### config.mk
export PLATFORM = sky130hd
export DESIGN_NAME = wrp_scale
export DESIGN_NICKNAME = d
export VERILOG_FILES = /design/src/sv/wrp_pkg.sv /design/src/sv/wrp_scale.sv
export SDC_FILE = /design/constraint.sdc
export NUM_CORES = 1
export LEC_CHECK = 0
export BUFFER_PORTS_ARGS = -buffer_cell sky130_fd_sc_hd__buf_4
export CELL_PAD_IN_SITES_DETAIL_PLACEMENT = 1
export CELL_PAD_IN_SITES_GLOBAL_PLACEMENT = 1
export CORE_MARGIN = 3
export CORE_UTILIZATION = 48
export DETAILED_ROUTE_END_ITERATION = 12
export HOLD_SLACK_MARGIN = 0.02
export MAX_ROUTING_LAYER = met4
export PLACE_DENSITY = 0.88
export SYNTH_ARGS = -nofsm -noshare
export SYNTH_HDL_FRONTEND = slang
export SYNTH_SLANG_ARGS = --single-unit
### constraint.sdc
create_clock -name clk -period 12.36 [get_ports clk]
set_input_delay 2.472 -clock clk [delete_from_list [all_inputs] [get_ports clk]]
set_output_delay 2.472 -clock clk [all_outputs]
set_load 0.005 [all_outputs]
### src/sv/wrp_pkg.sv
// Shared constants for the weighted random entry picker: field widths,
// operation, status and group kind codes. No dependencies.
package wrp_pkg;

  localparam int MAX_ENTRIES_DEF = 256;
  localparam int ID_BITS_DEF     = 16;
  localparam int WEIGHT_BITS_DEF = 16;

  localparam int RAND_BITS   = 32;
  localparam int OP_BITS     = 2;
  localparam int STATUS_BITS = 3;
  localparam int KIND_BITS   = 2;

  localparam logic [OP_BITS-1:0] OP_ADD_SINGLE = 2'd0;
  localparam logic [OP_BITS-1:0] OP_ADD_PAIR   = 2'd1;
  localparam logic [OP_BITS-1:0] OP_DRAW       = 2'd2;

  localparam logic [STATUS_BITS-1:0] ST_ADDED    = 3'd0;
  localparam logic [STATUS_BITS-1:0] ST_DRAWN    = 3'd1;
  localparam logic [STATUS_BITS-1:0] ST_EMPTY    = 3'd2;
  localparam logic [STATUS_BITS-1:0] ST_FULL     = 3'd3;
  localparam logic [STATUS_BITS-1:0] ST_MISMATCH = 3'd4;

  localparam logic [KIND_BITS-1:0] KIND_NONE   = 2'd0;
  localparam logic [KIND_BITS-1:0] KIND_SINGLE = 2'd1;
  localparam logic [KIND_BITS-1:0] KIND_PAIR   = 2'd2;

endpackage

### src/sv/wrp_scale.sv
// Bit-serial scaler: point = floor(rand * total / 2^32), one random bit a cycle.
// Uses wrp_pkg for the random fraction width.
module wrp_scale
  import wrp_pkg::*;
#(
  parameter int TOTAL_BITS = WEIGHT_BITS_DEF + 8
) (
  input  logic                  clk,
  input  logic                  rst,
  input  logic                  start,
  input  logic [RAND_BITS-1:0]  rand_in,
  input  logic [TOTAL_BITS-1:0] total,
  output logic                  done,
  output logic [TOTAL_BITS-1:0] point
);

  localparam int STEP_BITS = $clog2(RAND_BITS);

  logic                  busy;
  logic [STEP_BITS-1:0]  step;
  logic [RAND_BITS-1:0]  rand_sr;
  logic [TOTAL_BITS-1:0] tot;
  logic [TOTAL_BITS:0]   sum;

  // Least significant bit first: add, then halve. The dropped bits make the
  // final value the exact floor of the product over 2^32.
  assign sum = {1'b0, point} + (rand_sr[0] ? {1'b0, tot} : '0);

  always_ff @(posedge clk) begin
    if (rst) begin
      busy <= 1'b0;
      done <= 1'b0;
    end else begin
      done <= 1'b0;
      if (start) begin
        busy    <= 1'b1;
        step    <= '0;
        rand_sr <= rand_in;
        tot     <= total;
        point   <= '0;
      end else if (busy) begin
        point   <= sum[TOTAL_BITS:1];
        rand_sr <= rand_sr >> 1;
        step    <= step + 1'b1;
        if (step == STEP_BITS'(RAND_BITS - 1)) begin
          busy <= 1'b0;
          done <= 1'b1;
        end
      end
    end
  end

endmodule

==> results.md <==
Timing:
- For this run, the top clock speed supported by timing is 0.221 GHz.
- The total count of hold-check failures in the final report is 0.
- The final clock skew is 12.2 ps.
- The number of max-slew violations in the final report is 0.
- Setup repair after global routing left no endpoint under its margin.
- The time the final worst path needs with I/O delays and setup is 4520 ps.
- In this run the tightest slew margin relative to its limit is 48.2%.
- Setup violations remaining at the end of the flow were counted as 0.
- The final clock period utilization by the worst path is 36.6%.
- The worst-margin pin slew is 775 ps.
- The final total negative setup slack is 0 ps.

Critical path:
- The internal reg-to-reg setup slack is 8910 ps.
- STA classifies the critical path endpoint as a flop.
- Along the worst path, the maximum fanout reaches 66.
- The critical path goes through buf_4 > nor2_1 > nor2_4 > buf_4.
- Data on the critical path is required at its endpoint by 12370 ps.
- The number of buffers and inverters on the critical path is 2.
- The worst setup path category is in -> reg.
- The worst setup path is launched from a primary input.
- The cell family with the largest share of critical-path delay is buffers and inverters.
- For this run, the slowest stage of the critical path takes 650 ps.
- The critical path arrival is 4530 ps.
- For this design, the slowest cell found on the critical path is nor2_4.
- The most prevalent standard cell on the critical path is buf_4.

Power:
- Dividing total power by cell area gives a power density of 135 mW/mm².
- For this design the static power due to leakage is 2.20 nW.
- The total power consumption of the routed design is 0.000757 W.
- The clock network accounts for 32.9% of the total power.
- The sequential cell fraction of total power is 47.8%.
- The net load switching power is 0.000202 W.
- The net switching fraction of the power is 26.7%.
- IR analysis of the VDD net gives a maximum drop of 0.0858 mV.
- The internal power consumption is 0.000555 W.
- The part of the power in combinational logic is 19.3%.

Drt:
- After the first detailed-routing iteration, the DRC count stood at 156.
- The post-route antenna net violation count is 0.
- The average wire per cell in the routed design is 19.2 µm.
- The final routed wirelength across all metal layers is 11200 µm.
- After detailed routing, the number of vias per cell comes to 5.57.
- The detailed router placed 3265 vias in this run.
- After detailed routing, the number of remaining DRC violations is 0.
- The number of iterations in the first detailed-routing pass is 4.

Synthesis:
- Synthesis produced a netlist whose cell count is 373.
- Sorting the synthesized cells by how often they occur yields 85 x edfxtp_1, 33 x nor2_1, 32 x mux2_2.
- The number of distinct library cells after synthesis is 43.
- Of the synthesized area, sequential elements account for 56.0%.
- For this run, the number of Yosys warnings is 0.
- Counting every net in the synthesized netlist gives 458.
- Yosys mapped a number of flops with a built-in enable equal to 85.
- The number of flip-flops and latches in the synthesized netlist is 87.
- The total standard cell area after synthesis is 0.00463 mm².
- After synthesis, the mean cell area works out to 12.4 µm².
- edfxtp_1 is the most common cell in the netlist.
- The most frequently used flop master after synthesis is edfxtp_1.
- Ranked by total cell area, the synthesized netlist is headed by edfxtp_1 55%, mux2_2 7.8%, ha_1 6.8%, and2_1 3.5%, nor2_1 2.7%.
- The fraction of post-synthesis cell area in the top cell type by area is 55.2%.
- The proportion of synthesized flip-flops having asynchronous set or reset is 0%.
- The synthesized design spends more area on one cell type than any other, namely edfxtp_1.

Die:
- The die is 104 µm tall.
- In this run the core area contains 35 standard-cell rows.
- The count of boundary I/O pins is 84.
- The full die area is 0.0109 mm².
- The floorplan step set the die width to 104 µm.
- The core outline area is 0.00928 mm².
- The initial standard-cell utilization of the core is 49.8%.

Clocking:
- The root buffer cell chosen for the clock tree is clkbuf_8.
- The clock net in this run drives a total of 87 sinks.
- The number of post-CTS setup repair buffers is 0.
- The number of hold-repair buffers added at the cts stage is 0.
- The H-tree was split into 3 levels.
- Counting along the longest clock path gives a buffer depth of 2.
- The clock buffer count from CTS is 9.
- The clock reaches the later pin of the worst-skew pair after 360 ps.
- Clock-pin slew was measured on the worst setup and hold paths at 100 ps.
- The post-cts gate resize count is 0.
- TritonCTS built the clock tree.

Global routing:
- The via count of the first global-routing pass is 3652.
- The pin count of the biggest net entering global routing is 67.
- The initial antenna violation count came to 0.
- The wire length of the first global-routing pass is 18200 µm.
- For this run, the total global-route usage over all layers was measured as 21.9%.
- For this run the aggregate overflow at the end of global routing stands at 0.

Final layout:
- The net count of the finished layout is 537.
- The share of final-layout standard cells stronger than drive strength 1 is 30.4%.
- From synthesis to final layout, the design area changed by 21.3%.
- The number of inserted diodes is 0.

Place:
- Port buffering added 83 buffers.
- The HPWL after detailed placement is 7860 µm.
- The final estimated routing congestion in global placement is 0.868.

Worst hold path:
- The path class of the tightest hold or removal check is reg -> reg.

Run status:
- The run finished with clean final reports.

Run:
- The tool flagged a number of max-cap violations equal to 0.
## cells by family after synthesis
family	after synthesis	share of synthesized area (%)
AOI/OAI and AO/OA	74	11.0
xor gates and xnor gates	17	3.22
adders and majority gates	26	7.20
buffers and inverters	24	2.14
DFF	87	56.0
muxes	34	8.28
and+or+nand+nor	111	12.1
## layer usage
layer	up-vias	GRT usage [%]	routed length [µm]
met5	-	-	0
met4	0	7.12	167
met3	19	4.53	540
met2	83	39.4	6030
met1	1606	24.3	4490
li1	1557	-	-
## layout make-up
type,instances,area (µm²)
Clock buffer,9,124
Clock inverter,7,125
Fill cell,975,3670
Inverter,7,26.3
Multi-Input combinational cell,262,1940
Sequential cell,87,2590
Tap cell,129,161
Timing Repair Buffer,85,638
## flip-flops by register name, summed over array words and instances, names as in the netlist
signal,cells
tot,24
rand_sr,32
step,5
done,1
busy,1
point,24
## cells in the final DEF (no fill, tap or decap), drive strengths merged, types with 5 or more instances in the layout
cell	n
nor2b	7
nand4	8
nand3	6
edfxtp	85
xor2	8
clkbuf	9
a21o	5
o21ai	14
o21a	6
nor3	6
ha	25
xnor2	9
inv	10
buf	85
and3	6
nor2	33
mux2	34
and2	27
a21oi	22
nand2	16
## stage by stage
step	hold slack, ps	worst slack, ps	std cells	utilization (%)	instance area (µm²)
global placement	462	7580	570	57.8	5360
global route	519	7620	586	60.4	5610
finish	515	7840	586	60.4	5610
floorplan	444	6190	373	-	4630
CTS	514	7820	586	60.4	5610
detailed placement	471	7440	570	57.8	5360
## worst register-to-register path, cell delays in order, from the launching register on
cell and delay (ps):
edfxtp_1 710, and2_1 310, fa_1 450, a21o_1 240
a311oi_2 380, nor2_1 140, a211o_1 400, a41oi_2 230
mux2_1 360
## final timing paths
path / start / endpoint / cells after the start
worst max-delay path: start / step[0] / 4
worst min-delay path: busy / done / 1
worst min register to register: busy / done / 1
worst max register to register: rand_sr[0] / point[21] / 8
## power by group through the flow
stage / clock [W] / sequential, W / combinational, W
final: 0.000249 / 0.000362 / 0.000146
after global routing: 0.000263 / 0.000365 / 0.000161
after CTS: 0.000252 / 0.000363 / 0.000147
after detailed placement: 0 / 0.000369 / 0.000145
after global placement: 0 / 0.000368 / 0.000137
after floorplan: 0 / 0.000366 / 0.0000943
Note: power is estimated with default switching activity, not from simulation.
